`src/sv/cyhh_queue.sv`:
```
// Two-entry queue between the front end and the counter store.
// Generic width; no package dependency.
module cyhh_queue #(
    parameter int WIDTH = 8
) (
    input  logic             i_clk,
    input  logic             i_rst_n,
    input  logic             i_push,
    input  logic [WIDTH-1:0] i_data,
    input  logic             i_pop,
    output logic             o_full,
    output logic             o_valid,
    output logic [WIDTH-1:0] o_data
);

    logic [WIDTH-1:0] r_mem [2];
    logic             r_wp, r_rp;
    logic [1:0]       r_cnt;

    always_ff @(posedge i_clk) begin
        if (!i_rst_n) begin
            r_wp <= 1'b0;
            r_rp <= 1'b0;
            r_cnt <= 2'd0;
        end else begin
            if (i_push) begin
                r_mem[r_wp] <= i_data;
                r_wp <= ~r_wp;
            end
            if (i_pop) r_rp <= ~r_rp;
            r_cnt <= r_cnt + 2'(i_push) - 2'(i_pop);
        end
    end

    assign o_full  = r_cnt == 2'd2;
    assign o_valid = r_cnt != 2'd0;
    assign o_data  = r_mem[r_rp];

endmodule

```
`config.mk`:
```
export PLATFORM = sky130hd
export DESIGN_NAME = cyhh_queue
export DESIGN_NICKNAME = d
export VERILOG_FILES = /design/src/sv/cyhh_queue.sv
export SDC_FILE = /design/constraint.sdc
export NUM_CORES = 1
export LEC_CHECK = 0
export BUFFER_PORTS_ARGS = -buffer_cell sky130_fd_sc_hd__buf_2
export CAP_MARGIN = 20
export CORE_ASPECT_RATIO = 0.75
export CORE_UTILIZATION = 35
export CTS_CLUSTER_SIZE = 20
export DETAILED_ROUTE_END_ITERATION = 7
export PLACE_DENSITY = 0.65
export SYNTH_ARGS = -nofsm -noshare
export SYNTH_HDL_FRONTEND = slang
export SYNTH_SLANG_ARGS = --single-unit
export TNS_END_PERCENT = 1
```
`constraint.sdc`:
```
create_clock -name i_clk -period 1.3 [get_ports i_clk]
set_input_delay 0.195 -clock i_clk [delete_from_list [all_inputs] [get_ports i_clk]]
set_output_delay 0.195 -clock i_clk [all_outputs]
set_load 0.02 [all_outputs]
```
==> results.cfg <==
[synthesis]
post_synth_and_or_nand_nor_area_fraction_pct = 7.14
synth_top_cell_by_area = sky130_fd_sc_hd__edfxtp_1
yosys-mux-area-fraction_pct = 11.2
avgSynthCellArea_um2 = 17.1
synth_top_family_by_area = multiplexers
synth_cells = 47
synth_area_um2 = 806
synth_seq_area_share_pct = 72.0
post_synth_num_cell_types = 14
synth_adder_area_share_pct = 3.11
yosys.area_share.xor_xnor_pct = 4.97
synth_fp_nets = 61
yosysTopAreaCellShare_pct = 59.6
number_of_synthesized_register_bits = 21
synth_area_leaders = sky130_fd_sc_hd__edfxtp_1 (60%), sky130_fd_sc_hd__dfxtp_1 (12%), sky130_fd_sc_hd__mux2_1 (11%)
synth-compound-area-share_pct = 0
synth.yosys.warnings = 0

[clock_tree]
cts.clk_slew.worst_paths_ps = 100
cts_setup_buffers = 0
cts_max_path_buffers = 2
cts_made_buffers = 3
cts_num_sinks = 21
insertion_delay_ps = 290
cts_tree = yes
htreeDepth = 1
cts.root.buffer_cell = sky130_fd_sc_hd__clkbuf_4

[timing]
postLayoutSetupSlackWorst_ps = -120
final.setup.tns_ps = -875
worst_slew_pin_slew_ps = 145
timing.max_slew.rel_slack_pct = 90.3
report.final.setup_viol = 8
timing.final.crit_share_pct = 109
worst_hold_slack_ps = 79.7
post-route-min-period_ps = 1420
hold_viol = 0
fmax_mhz = 704
setup_repair_after_global_routing_missed_its_margin = true
final-max-slew-violation-count = 0
clock-skew-final_ps = 1.08

[setup_path]
cpMostUsedCell = sky130_fd_sc_hd__buf_6
critPathBufInv = 2
worstSetupStartpointType = register
cpLargestDelayFamily = flip-flops
setup.worst_path.class = reg -> out
rr_startpoint = r_cnt[0]$_SDFF_PN0_
critical_path.endpoint_type = output pin
cp_cell_sequence = buf_6 -> mux2_4 -> buf_6
crit_slowest_cell = sky130_fd_sc_hd__dfxtp_2
endpoint_required_time_on_the_critical_path_ps = 1110
cp.depth = 3
crit_path_max_incr_delay_ps = 360
r2r-end = r_cnt[1]$_SDFF_PN0_
timing.reg2reg.setup_slack_ps = 70
worstPathMaxFanout = 5
reg2reg_depth = 6
critical_path_arrival_ps = 1230

[floorplan]
fp.dieH_um = 43.6
row_cnt = 14
fp.dieW_um = 57.4
initial_core_util_pct = 38.7
io_pins = 22
die-area_um2 = 2500
core_area_um2 = 2080

[final_layout]
filler_cell_count_in_the_final_layout = 179
post-route-util_pct = 51.9
layout_common_cells = sky130_fd_sc_hd__edfxtp_1 (16), sky130_fd_sc_hd__buf_2 (13), sky130_fd_sc_hd__buf_6 (10)
drive_gt1_share_pct = 50.7
antenna-diode-count = 0
final_cell_count_no_fill = 99
layout.cells.most_common = sky130_fd_sc_hd__edfxtp_1
total_number_of_nets_in_the_final_design = 90
layout-area-overhead-vs-synth_pct = 34.3

[grt]
globalRoute.totalOverflow = 0
maximum_number_of_pins_on_one_net_before_global_route_repair = 12
grt_antenna_before_repair = 0
via_count_of_the_first_global_routing_pass = 465
wire_length_of_the_first_global_routing_pass_um = 2000
grt_usage_pct = 12.0

[worst_hold_path]
holdCritStartpoint = i_data[5]
number_of_cells_on_the_worst_hold_path = 1
worst_hold_path_type = in -> reg
min_delay_worst_endpoint = r_mem[1][5]$_DFFE_PP_

[power_and_ir_drop]
total_power_mw = 1.40
cellPowerDensity_nw_per_um2 = 1290
cellLeakagePower_nw = 0.464
worst_vdd_rail_ir_drop_mv = 0.809

[status]
outcome = finished with violations
violations = DRC, setup timing

[detailed_routing]
wl_um = 1330
routed_wire_length_per_instance_um = 13.4
routed-via-count = 467
drc = 1
vias_per_cell = 4.72
final_antenna_net_count = 0
drt_pass1_iterations = 6
detail_route.iter0.violations = 8

[placed_design]
gpl.final_weighted_congestion = 0.688
port_buffers = 21
dp.cells = 95

[flow_run]
max_cap_violations = 0
power by group:
| part | total (mW) | switching [mW] | leakage (nW) | internal, mW |
|---|---|---|---|---|
| Sequential | 0.790 | 0.0221 | 0.189 | 0.768 |
| Combinational | 0.309 | 0.139 | 0.260 | 0.171 |
| Clock | 0.296 | 0.177 | 0.0150 | 0.120 |
kinds of logic (layout without fill, tap and decap cells):
logic type / Yosys count / count (layout)
fa+ha+maj: 2 / 2
buf+inv: 3 / 31
xor+xnor: 3 / 3
mux: 8 / 8
flops: 21 / 21
simple gates: 10 / 10
stage by stage:
stage / setup WS [ps] / cell area, µm²
3_5_place_dp: 62.7 / 966
3_3_place_gp: 132 / 966
6_report: -120 / 1080
5_1_grt: -192 / 1080
2_1_floorplan: 157 / 806
4_1_cts: -140 / 1070
final cells by class:
| class | count | area [µm²] | area share (%) |
|---|---|---|---|
| flip-flops and latches | 21 | 583 | 53.9 |
| well taps | 24 | 30.0 | 2.77 |
| repair buffers | 25 | 193 | 17.8 |
| clock buffers | 4 | 26.3 | 2.43 |
| multi-input cells | 23 | 243 | 22.4 |
| inverters | 2 | 7.51 | 0.694 |
flip-flops by register name, indices dropped and copies added, names as in the netlist, named ones only:
register,count
r_cnt,2
r_mem,16
r_rp,1
r_wp,1
cell usage after synthesis:
cell type,count
sky130_fd_sc_hd__edfxtp_1,16
sky130_fd_sc_hd__mux2_1,8
sky130_fd_sc_hd__dfxtp_1,5
sky130_fd_sc_hd__and2_1,4
sky130_fd_sc_hd__ha_1,2
sky130_fd_sc_hd__inv_1,2
sky130_fd_sc_hd__nor2b_1,2
sky130_fd_sc_hd__xor2_1,2
sky130_fd_sc_hd__and3_1,1
sky130_fd_sc_hd__buf_2,1
sky130_fd_sc_hd__nand2_1,1
sky130_fd_sc_hd__nor2_1,1
sky130_fd_sc_hd__or2_1,1
sky130_fd_sc_hd__xnor3_1,1
worst reg2reg max path, stage by stage (launching register included):
cell	delay [ps]
sky130_fd_sc_hd__dfxtp_2	350
sky130_fd_sc_hd__inv_1	40
sky130_fd_sc_hd__ha_1	250
sky130_fd_sc_hd__inv_1	50
sky130_fd_sc_hd__ha_1	140
sky130_fd_sc_hd__xnor3_1	220
sky130_fd_sc_hd__nor2b_1	120
what timing repair did:
action | in CTS | in global routing
pin swaps | 0 | 0
endpoints found under the setup margin | 8 | 9
hold buffers | 0 | 0
gates resized for setup | 23 | 5
metal layers:
layer | vias to the layer above | GRT usage (%) | share of wire, % | wire length [µm]
met5 | - | 0 | 0 | 0
met3 | 3 | 6.57 | 8.1 | 108
met4 | 0 | 4.39 | 0.60 | 8
met1 | 221 | 12.1 | 38 | 510
met2 | 19 | 21.2 | 53 | 699
li1 | 224 | - | - | -
worst max path at each step:
stage	to	from
global route	o_data[2]	register
finish	o_data[7]	register
floorplan	r_cnt[1]$_SDFF_PN0_	r_cnt[0]$_SDFF_PN0_
CTS	o_data[7]	register
detailed placement	r_cnt[1]$_SDFF_PN0_	r_cnt[0]$_SDFF_PN0_
global placement	r_cnt[0]$_SDFF_PN0_	r_cnt[0]$_SDFF_PN0_
Note: power is estimated with default switching activity, not from simulation.
