--- src/sv/cyhh_pkg.sv ---
// Package for the cylindrical hit histogram core.
// Holds the configuration and command types, register indexes, reset values
// and the arctangent table. No dependencies.
package cyhh_pkg;

    localparam int RADIAL_MAX_DEF = 64;
    localparam int ANGLE_MAX_DEF  = 16;
    localparam int HEIGHT_MAX_DEF = 64;
    localparam int CORDIC_STEPS   = 16;

    localparam logic [2:0] CFG_RADIUS_LIMIT = 3'd0;
    localparam logic [2:0] CFG_TOP_LIMIT    = 3'd1;
    localparam logic [2:0] CFG_BOTTOM_LIMIT = 3'd2;
    localparam logic [2:0] CFG_RADIAL_BINS  = 3'd3;
    localparam logic [2:0] CFG_ANGLE_BINS   = 3'd4;
    localparam logic [2:0] CFG_HEIGHT_BINS  = 3'd5;

    localparam logic [14:0]        RADIUS_RST = 15'd2560;
    localparam logic signed [15:0] TOP_RST    = -16'sd128;
    localparam logic signed [15:0] BOTTOM_RST = -16'sd10816;
    localparam logic [6:0]         RADIAL_RST = 7'd40;
    localparam logic [4:0]         ANGLE_RST  = 5'd10;
    localparam logic [6:0]         HEIGHT_RST = 7'd40;

    typedef struct packed {
        logic [14:0]        radius_limit;
        logic signed [15:0] top_limit;
        logic signed [15:0] bottom_limit;
        logic [6:0]         radial_bins;
        logic [4:0]         angle_bins;
        logic [6:0]         height_bins;
    } t_cfg;

    typedef struct packed {
        logic        in_vol;
        logic [5:0]  bin_radial;
        logic [3:0]  bin_angle;
        logic [5:0]  bin_height;
        logic        use_mem;
        logic        upd;
        logic [15:0] energy;
        logic [15:0] hits;
    } t_cmd;

    function automatic logic [13:0] atan_turn(input logic [3:0] i);
        logic [13:0] v;
        case (i)
            4'd0:    v = 14'd8192;
            4'd1:    v = 14'd4836;
            4'd2:    v = 14'd2555;
            4'd3:    v = 14'd1297;
            4'd4:    v = 14'd651;
            4'd5:    v = 14'd326;
            4'd6:    v = 14'd163;
            4'd7:    v = 14'd81;
            4'd8:    v = 14'd41;
            4'd9:    v = 14'd20;
            4'd10:   v = 14'd10;
            4'd11:   v = 14'd5;
            4'd12:   v = 14'd3;
            4'd13:   v = 14'd1;
            4'd14:   v = 14'd1;
            default: v = 14'd0;
        endcase
        return v;
    endfunction

endpackage

--- src/sv/cyhh_front.sv ---
// Front end: accepts requests, tests the volume and works out the bins.
// Uses an iterative square root, a CORDIC unit and one shared divider.
// Depends on cyhh_pkg.
module cyhh_front import cyhh_pkg::*; #(
    parameter int RADIAL_MAX = RADIAL_MAX_DEF,
    parameter int ANGLE_MAX  = ANGLE_MAX_DEF,
    parameter int HEIGHT_MAX = HEIGHT_MAX_DEF
) (
    input  logic               i_clk,
    input  logic               i_rst_n,
    input  logic               i_acc,
    input  t_cfg               i_cfg,
    input  logic               i_mode,
    input  logic signed [15:0] i_pos_x,
    input  logic signed [15:0] i_pos_y,
    input  logic signed [15:0] i_pos_z,
    input  logic [15:0]        i_deposit_energy,
    input  logic [15:0]        i_event_hits,
    input  logic               i_last_in_event,
    input  logic [5:0]         i_read_radial,
    input  logic [3:0]         i_read_angle,
    input  logic [5:0]         i_read_height,
    input  logic               i_full,
    output logic               o_busy,
    output logic               o_push,
    output t_cmd               o_cmd,
    output logic [((RADIAL_MAX*ANGLE_MAX*HEIGHT_MAX) > 1 ?
                   $clog2(RADIAL_MAX*ANGLE_MAX*HEIGHT_MAX) : 1)-1:0] o_addr
);

    localparam int DEPTH = RADIAL_MAX * ANGLE_MAX * HEIGHT_MAX;
    localparam int AW    = DEPTH > 1 ? $clog2(DEPTH) : 1;
    localparam int NRW   = $clog2(RADIAL_MAX + 1);
    localparam int NAW   = $clog2(ANGLE_MAX + 1);
    localparam int NHW   = $clog2(HEIGHT_MAX + 1);
    localparam int PW    = 32 + 2 * NRW;
    localparam int SQW   = PW / 2;
    localparam int HNW   = 17 + NHW;
    localparam int DW    = HNW > SQW ? HNW : SQW;
    localparam int CW    = $clog2(DW + 1);

    localparam logic [2:0] F_IDLE = 3'd0;
    localparam logic [2:0] F_MUL1 = 3'd1;
    localparam logic [2:0] F_MUL2 = 3'd2;
    localparam logic [2:0] F_ITER = 3'd3;
    localparam logic [2:0] F_HB   = 3'd4;
    localparam logic [2:0] F_RDIV = 3'd5;
    localparam logic [2:0] F_FIN  = 3'd6;
    localparam logic [2:0] F_PUSH = 3'd7;

    logic [2:0]         r_state;
    logic [CW-1:0]      r_cnt;
    logic signed [15:0] r_x, r_y, r_z;
    logic [15:0]        r_energy, r_hits;
    logic [NRW-1:0]     r_nr;
    logic [NAW-1:0]     r_na, r_ab;
    logic [NHW-1:0]     r_nh;
    logic [31:0]        r_xx, r_yy;
    logic [2*NRW-1:0]   r_nr2;
    logic [HNW-1:0]     r_hnum;
    logic [16:0]        r_hden;
    logic [PW-1:0]      r_rad;
    logic [SQW+2:0]     r_srem;
    logic [SQW-1:0]     r_root;
    logic signed [25:0] r_cx, r_cy;
    logic signed [17:0] r_cz;
    logic [DW-1:0]      r_dvd, r_hb;
    logic [16:0]        r_rem, r_dvs;
    t_cmd               r_cmd;
    logic [AW-1:0]      r_addr;

    logic signed [16:0] xs, ys, zs, rl, ax, ay, rx, ry;
    logic               in_vol;
    logic [NRW-1:0]     nr_c;
    logic [NAW-1:0]     na_c;
    logic [NHW-1:0]     nh_c;
    logic               rd_ok;
    t_cmd               rd_cmd;
    logic [AW-1:0]      rd_addr;
    logic [SQW+2:0]     s_rem, s_trial;
    logic [17:0]        d_rem;
    logic               d_ge;
    logic [3:0]         c_i;
    logic signed [25:0] c_dx, c_dy;
    logic signed [17:0] c_t;
    logic [15:0]        q, ang;
    logic [16+NAW-1:0]  aprod;
    logic [NAW-1:0]     ab;
    logic [DW-1:0]      rbf, hbf;
    logic [16:0]        dz;

    always_comb begin
        xs = 17'(i_pos_x);
        ys = 17'(i_pos_y);
        zs = 17'(i_pos_z);
        rl = $signed({2'b00, i_cfg.radius_limit});
        in_vol = (xs > -rl) && (xs < rl) && (ys > -rl) && (ys < rl) &&
                 (zs > 17'(i_cfg.bottom_limit)) && (zs < 17'(i_cfg.top_limit));
        if (i_cfg.radial_bins == 7'd0)                nr_c = NRW'(1);
        else if (32'(i_cfg.radial_bins) > RADIAL_MAX) nr_c = NRW'(RADIAL_MAX);
        else                                          nr_c = NRW'(i_cfg.radial_bins);
        if (i_cfg.angle_bins == 5'd0)                 na_c = NAW'(1);
        else if (32'(i_cfg.angle_bins) > ANGLE_MAX)   na_c = NAW'(ANGLE_MAX);
        else                                          na_c = NAW'(i_cfg.angle_bins);
        if (i_cfg.height_bins == 7'd0)                nh_c = NHW'(1);
        else if (32'(i_cfg.height_bins) > HEIGHT_MAX) nh_c = NHW'(HEIGHT_MAX);
        else                                          nh_c = NHW'(i_cfg.height_bins);

        rd_ok = (32'(i_read_radial) < RADIAL_MAX) && (32'(i_read_angle) < ANGLE_MAX) &&
                (32'(i_read_height) < HEIGHT_MAX);
        rd_cmd = '0;
        rd_cmd.in_vol = 1'b1;
        rd_cmd.bin_radial = i_read_radial;
        rd_cmd.bin_angle = i_read_angle;
        rd_cmd.bin_height = i_read_height;
        rd_cmd.use_mem = rd_ok;
        rd_addr = AW'((32'(i_read_height) * ANGLE_MAX + 32'(i_read_angle)) * RADIAL_MAX
                      + 32'(i_read_radial));

        rx = 17'(r_x);
        ry = 17'(r_y);
        ax = r_x < 0 ? -rx : rx;
        ay = r_y < 0 ? -ry : ry;
        dz = 17'(17'(i_cfg.top_limit) - 17'(r_z));

        s_rem = {r_srem[SQW:0], r_rad[PW-1:PW-2]};
        s_trial = (SQW+3)'({r_root, 2'b01});

        d_rem = {r_rem, r_dvd[DW-1]};
        d_ge = d_rem >= {1'b0, r_dvs};

        c_i = r_cnt[3:0];
        c_dx = r_cy >>> c_i;
        c_dy = r_cx >>> c_i;
        c_t = 18'(atan_turn(c_i));

        if (ay == 17'sd0)      q = 16'd0;
        else if (ax == 17'sd0) q = 16'd16384;
        else if (ax == ay)     q = 16'd8192;
        else if (r_cz < 0)     q = 16'd0;
        else if (r_cz > 18'sd16384) q = 16'd16384;
        else                   q = 16'(r_cz);
        if (r_x >= 0 && r_y >= 0) ang = q;
        else if (r_y >= 0)        ang = 16'd32768 - q;
        else if (r_x < 0)         ang = 16'd32768 + q;
        else                      ang = 16'd0 - q;
        aprod = (16+NAW)'(ang) * (16+NAW)'(r_na);
        ab = aprod[16+NAW-1:16];
        if (ab >= r_na) ab = r_na - NAW'(1);

        rbf = (r_dvd == DW'(r_nr)) ? DW'(r_nr) - DW'(1) : r_dvd;
        hbf = (r_hb >= DW'(r_nh)) ? DW'(r_nh) - DW'(1) : r_hb;
    end

    always_ff @(posedge i_clk) begin
        if (!i_rst_n) begin
            r_state <= F_IDLE;
            r_cnt <= '0;
        end else begin
            case (r_state)
                F_IDLE: begin
                    if (i_acc) begin
                        r_x <= i_pos_x;
                        r_y <= i_pos_y;
                        r_z <= i_pos_z;
                        r_energy <= i_deposit_energy;
                        r_hits <= i_last_in_event ? i_event_hits : 16'd0;
                        r_nr <= nr_c;
                        r_na <= na_c;
                        r_nh <= nh_c;
                        if (i_mode) begin
                            r_cmd <= rd_cmd;
                            r_addr <= rd_addr;
                            r_state <= F_PUSH;
                        end else if (!in_vol) begin
                            r_cmd <= '0;
                            r_addr <= '0;
                            r_state <= F_PUSH;
                        end else begin
                            r_state <= F_MUL1;
                        end
                    end
                end
                F_MUL1: begin
                    r_xx <= 32'(r_x * r_x);
                    r_yy <= 32'(r_y * r_y);
                    r_nr2 <= (2*NRW)'(r_nr) * (2*NRW)'(r_nr);
                    r_hnum <= HNW'(dz) * HNW'(r_nh);
                    r_hden <= 17'(17'(i_cfg.top_limit) - 17'(i_cfg.bottom_limit));
                    r_cx <= 26'({1'b0, ax, 8'd0});
                    r_cy <= 26'({1'b0, ay, 8'd0});
                    r_cz <= '0;
                    r_state <= F_MUL2;
                end
                F_MUL2: begin
                    r_rad <= PW'(r_xx + r_yy) * PW'(r_nr2);
                    r_srem <= '0;
                    r_root <= '0;
                    r_dvd <= DW'(r_hnum);
                    r_rem <= '0;
                    r_dvs <= r_hden;
                    r_cnt <= '0;
                    r_state <= F_ITER;
                end
                F_ITER: begin
                    if (32'(r_cnt) < SQW) begin
                        r_rad <= r_rad << 2;
                        if (s_rem >= s_trial) begin
                            r_srem <= s_rem - s_trial;
                            r_root <= {r_root[SQW-2:0], 1'b1};
                        end else begin
                            r_srem <= s_rem;
                            r_root <= {r_root[SQW-2:0], 1'b0};
                        end
                    end
                    if (32'(r_cnt) < CORDIC_STEPS) begin
                        if (r_cy > 0) begin
                            r_cx <= r_cx + c_dx;
                            r_cy <= r_cy - c_dy;
                            r_cz <= r_cz + c_t;
                        end else begin
                            r_cx <= r_cx - c_dx;
                            r_cy <= r_cy + c_dy;
                            r_cz <= r_cz - c_t;
                        end
                    end
                    r_rem <= d_ge ? 17'(d_rem - {1'b0, r_dvs}) : 17'(d_rem);
                    r_dvd <= {r_dvd[DW-2:0], d_ge};
                    r_cnt <= r_cnt + CW'(1);
                    if (r_cnt == CW'(DW - 1)) r_state <= F_HB;
                end
                F_HB: begin
                    r_hb <= r_dvd;
                    r_ab <= ab;
                    r_dvd <= DW'(r_root);
                    r_rem <= '0;
                    r_dvs <= 17'(i_cfg.radius_limit);
                    r_cnt <= '0;
                    r_state <= F_RDIV;
                end
                F_RDIV: begin
                    r_rem <= d_ge ? 17'(d_rem - {1'b0, r_dvs}) : 17'(d_rem);
                    r_dvd <= {r_dvd[DW-2:0], d_ge};
                    r_cnt <= r_cnt + CW'(1);
                    if (r_cnt == CW'(DW - 1)) r_state <= F_FIN;
                end
                F_FIN: begin
                    if (r_dvd > DW'(r_nr)) begin
                        r_cmd <= '0;
                        r_addr <= '0;
                    end else begin
                        r_cmd.in_vol <= 1'b1;
                        r_cmd.bin_radial <= 6'(rbf);
                        r_cmd.bin_angle <= 4'(r_ab);
                        r_cmd.bin_height <= 6'(hbf);
                        r_cmd.use_mem <= 1'b1;
                        r_cmd.upd <= 1'b1;
                        r_cmd.energy <= r_energy;
                        r_cmd.hits <= r_hits;
                        r_addr <= AW'((32'(hbf) * ANGLE_MAX + 32'(r_ab)) * RADIAL_MAX
                                      + 32'(rbf));
                    end
                    r_state <= F_PUSH;
                end
                F_PUSH: begin
                    if (!i_full) r_state <= F_IDLE;
                end
                default: r_state <= F_IDLE;
            endcase
        end
    end

    assign o_busy = r_state != F_IDLE;
    assign o_push = (r_state == F_PUSH) && !i_full;
    assign o_cmd  = r_cmd;
    assign o_addr = r_addr;

endmodule

--- config.mk ---
export PLATFORM = sky130hd
export DESIGN_NAME = cyhh_front
export DESIGN_NICKNAME = d
export VERILOG_FILES = /design/src/sv/cyhh_pkg.sv /design/src/sv/cyhh_front.sv
export SDC_FILE = /design/constraint.sdc
export NUM_CORES = 2
export LEC_CHECK = 0
export BUFFER_PORTS_ARGS = -buffer_cell sky130_fd_sc_hd__buf_4
export CORE_UTILIZATION = 30
export CTS_BUF_LIST = sky130_fd_sc_hd__clkbuf_16
export DETAILED_ROUTE_END_ITERATION = 8
export PLACE_DENSITY = 0.49
export SYNTH_ARGS = -nofsm -noshare
export SYNTH_HDL_FRONTEND = slang
export SYNTH_SLANG_ARGS = --single-unit
export TNS_END_PERCENT = 10
--- constraint.sdc ---
create_clock -name i_clk -period 25.3 [get_ports i_clk]
set_input_delay 1.265 -clock i_clk [delete_from_list [all_inputs] [get_ports i_clk]]
set_output_delay 1.265 -clock i_clk [all_outputs]
set_load 0.05 [all_outputs]
==> run metrics <==
TritonRoute pass-1 iters 5; # IOs 237; Overall Global Routing Usage 17.1%; endpoints failing hold 0; Slew Limit Fails 0; core area 0.244 mm²; vias in the first global route 56,931; clock buffer depth 3; outcome finished clean; post_cts resized 0; global-route wire length before repair 331,000 µm; fillers 24,911; Die ar. 0.248 mm²; crit path max fanout 31; Worst Setup Path Type reg -> reg; drt wl/cell 18.8 µm; crit path DAT 11.82 ns; worst skew pair latency 0.73 ns; crit path launch type flip-flop; ys flop type edfxtp_1; Reg-to-Reg End r_ab[3]; number of synthesized flops with an enable pin 525; 1st-iter DRT viols 3,246; TritonCTS buffer count 73; unique cell type count in the Yosys netlist 88; storage element area 0.0162 mm²; DRT Wirelength 208,000 µm; Detail Placement HPWL 168,000 µm; Via Count 53,518; commonest non-fill, non-tap cell in the layout inv_1; row cnt 181; area share of the largest cell type after synthesis 26.7%; initial antenna violation count 11; hold buffers post-CTS 0; final antenna-violating net count 0; CP Data Required Time 25.77 ns; Post-CTS Setup Inserts 0; Max-Cap Viols 0; Max-slew headroom 18.2%; Die X 498 µm; clock slew at reported path FFs 0.06 ns; Avg Cell Area, Syn 9.69 µm²; Peak Freq 0.0881 GHz; area of the multi-input gates 0.0519 mm²; worst r2r path cells 38; min-delay src r_dvd[16]; flops & latches, synth 547; RSZ-0062 raised after global routing false; Slew @ Worst Pin 1.21 ns; Worst setup endpoint r_ab[3]; I/O Buffers 236; Clock Skews 0.0430 ns; Starting Density 30.2%; Area Overhead vs Synth 11.0%; number of H-tree levels 3; drt drc 0; crit path launch r_y[0]; R2R Setup Slk 13.95 ns; vias per cell 4.85; Final Setup Violations 0; most frequent cells in the layout 1,293 x inv_1, 984 x fa_1, 828 x nand2_1, 693 x ha_1, 525 x edfxtp_1; largest cells by area after synthesis fa_1 27%, edfxtp_1 21%, ha_1 12%; DIE HEIGHT 498 µm; Post-Synthesis Cells 7,614; register area share after synthesis 22.0%; Post-Syn Area 0.0738 mm²; Synth Warn # 0; RR Startpoint r_y[0]; CTS tree built; sinks on the clock net 547; period utilisation layout 44.8%; TNS Setup 0 ns; minimum clock period 11.35 ns; remaining global-route overflow 0; biggest cell delay along the critical path 0.73 ns; slowest CP cell or4_1; layout cells sized above 1 8.01%; asr flop ratio synth 0%; Tightest Hold Check Type reg -> reg; gp weighted congestion 0.895; post-synth top area cell fa_1; nets 9,631; Root Buffer clkbuf_16; pin count of the biggest net entering global routing 76; crit end category flip-flop
## worst min-delay path by stage
stage | slack, ns | depth (start not counted) | end
after floorplan | 0.44 | 0 | r_hb[0]
after global placement | 0.48 | 0 | r_hb[16]
after detailed placement | 0.49 | 0 | r_hb[18]
after CTS | 0.50 | 0 | r_hb[16]
after global routing | 0.52 | 0 | r_hb[17]
final | 0.51 | 0 | r_hb[16]
## registers in the layout, indices dropped and copies added (netlist names), 18 cells and up
register	cells
r_rad	46
r_root	23
o_cmd	49
r_yy	31
r_xx	31
r_dvd	24
r_srem	24
r_hnum	24
r_cz	18
r_cy	26
r_cx	26
r_hb	24
## metal layers
layer / part of all wire, % / routed length (µm) / track usage (%)
met1: 45 / 93700 / 22.9
met2: 48 / 101000 / 29.1
met3: 4.3 / 9050 / 2.09
met4: 2.2 / 4560 / 4.16
met5: 0.0048 / 10 / 0
## critical path: cells and delay by family, from the launching register on
kind	cells	cell delay, ns
AND/OR/NAND/NOR	13	3.87
adder cells (fa/ha/maj)	7	2.82
AO/OA/AOI/OAI	11	2.24
buffers and inverters	4	0.77
flip-flops	1	0.60
multiplexers	2	0.52
XOR/XNOR	1	0.30
## synthesized netlist by cell type (73+ instances only)
master and number:
nand2_1 828, ha_1 693, clkbuf_1 236, a21oi_1 326
nor2b_1 74, inv_1 1280, nor2_1 464, edfxtp_1 525
and2_1 322, xnor2_1 295, mux2i_1 73, o21ai_0 246
xor2_1 143, fa_1 984, a21o_1 117, nor3_1 93
## layout make-up
type	count	share of cell area (%)
clock buffers	74	2.26
multi-input cells	5530	63.3
flip-flops and latches	547	19.8
repair buffers	335	3.07
diodes	3	0.00916
clock inverters	55	0.724
inverters	1299	5.96
well taps	3202	4.89
## stage by stage
step | hold slack (ns) | utilization, % | std cells | area (µm²) | worst slack (ns)
final | 0.505 | 33.6 | 11045 | 81900 | 13.95
after global routing | 0.515 | 33.6 | 11043 | 81900 | 13.22
after CTS | 0.500 | 33.6 | 11042 | 81900 | 13.89
after detailed placement | 0.487 | 32.6 | 10913 | 79500 | 13.88
after global placement | 0.484 | 32.6 | 10912 | 79500 | 14.03
after floorplan | 0.444 | - | 7645 | 73900 | 11.98
## kinds of logic (layout without fill, tap and decap cells)
family / count (synthesis) / in the layout / share of synthesized area (%)
other cells: 2 / 36 / 0.0102
compound gates: 1042 / 1042 / 8.92
buf+inv: 1568 / 1763 / 8.08
flops: 547 / 547 / 22.0
mux: 179 / 179 / 3.55
fa+ha+maj: 1677 / 1677 / 38.5
xor+xnor: 438 / 438 / 5.20
simple gates: 2161 / 2161 / 13.8
Power is left out: the tool's default activity adds up to more than one toggle a clock period on the data nets, which glitch-free logic cannot reach.
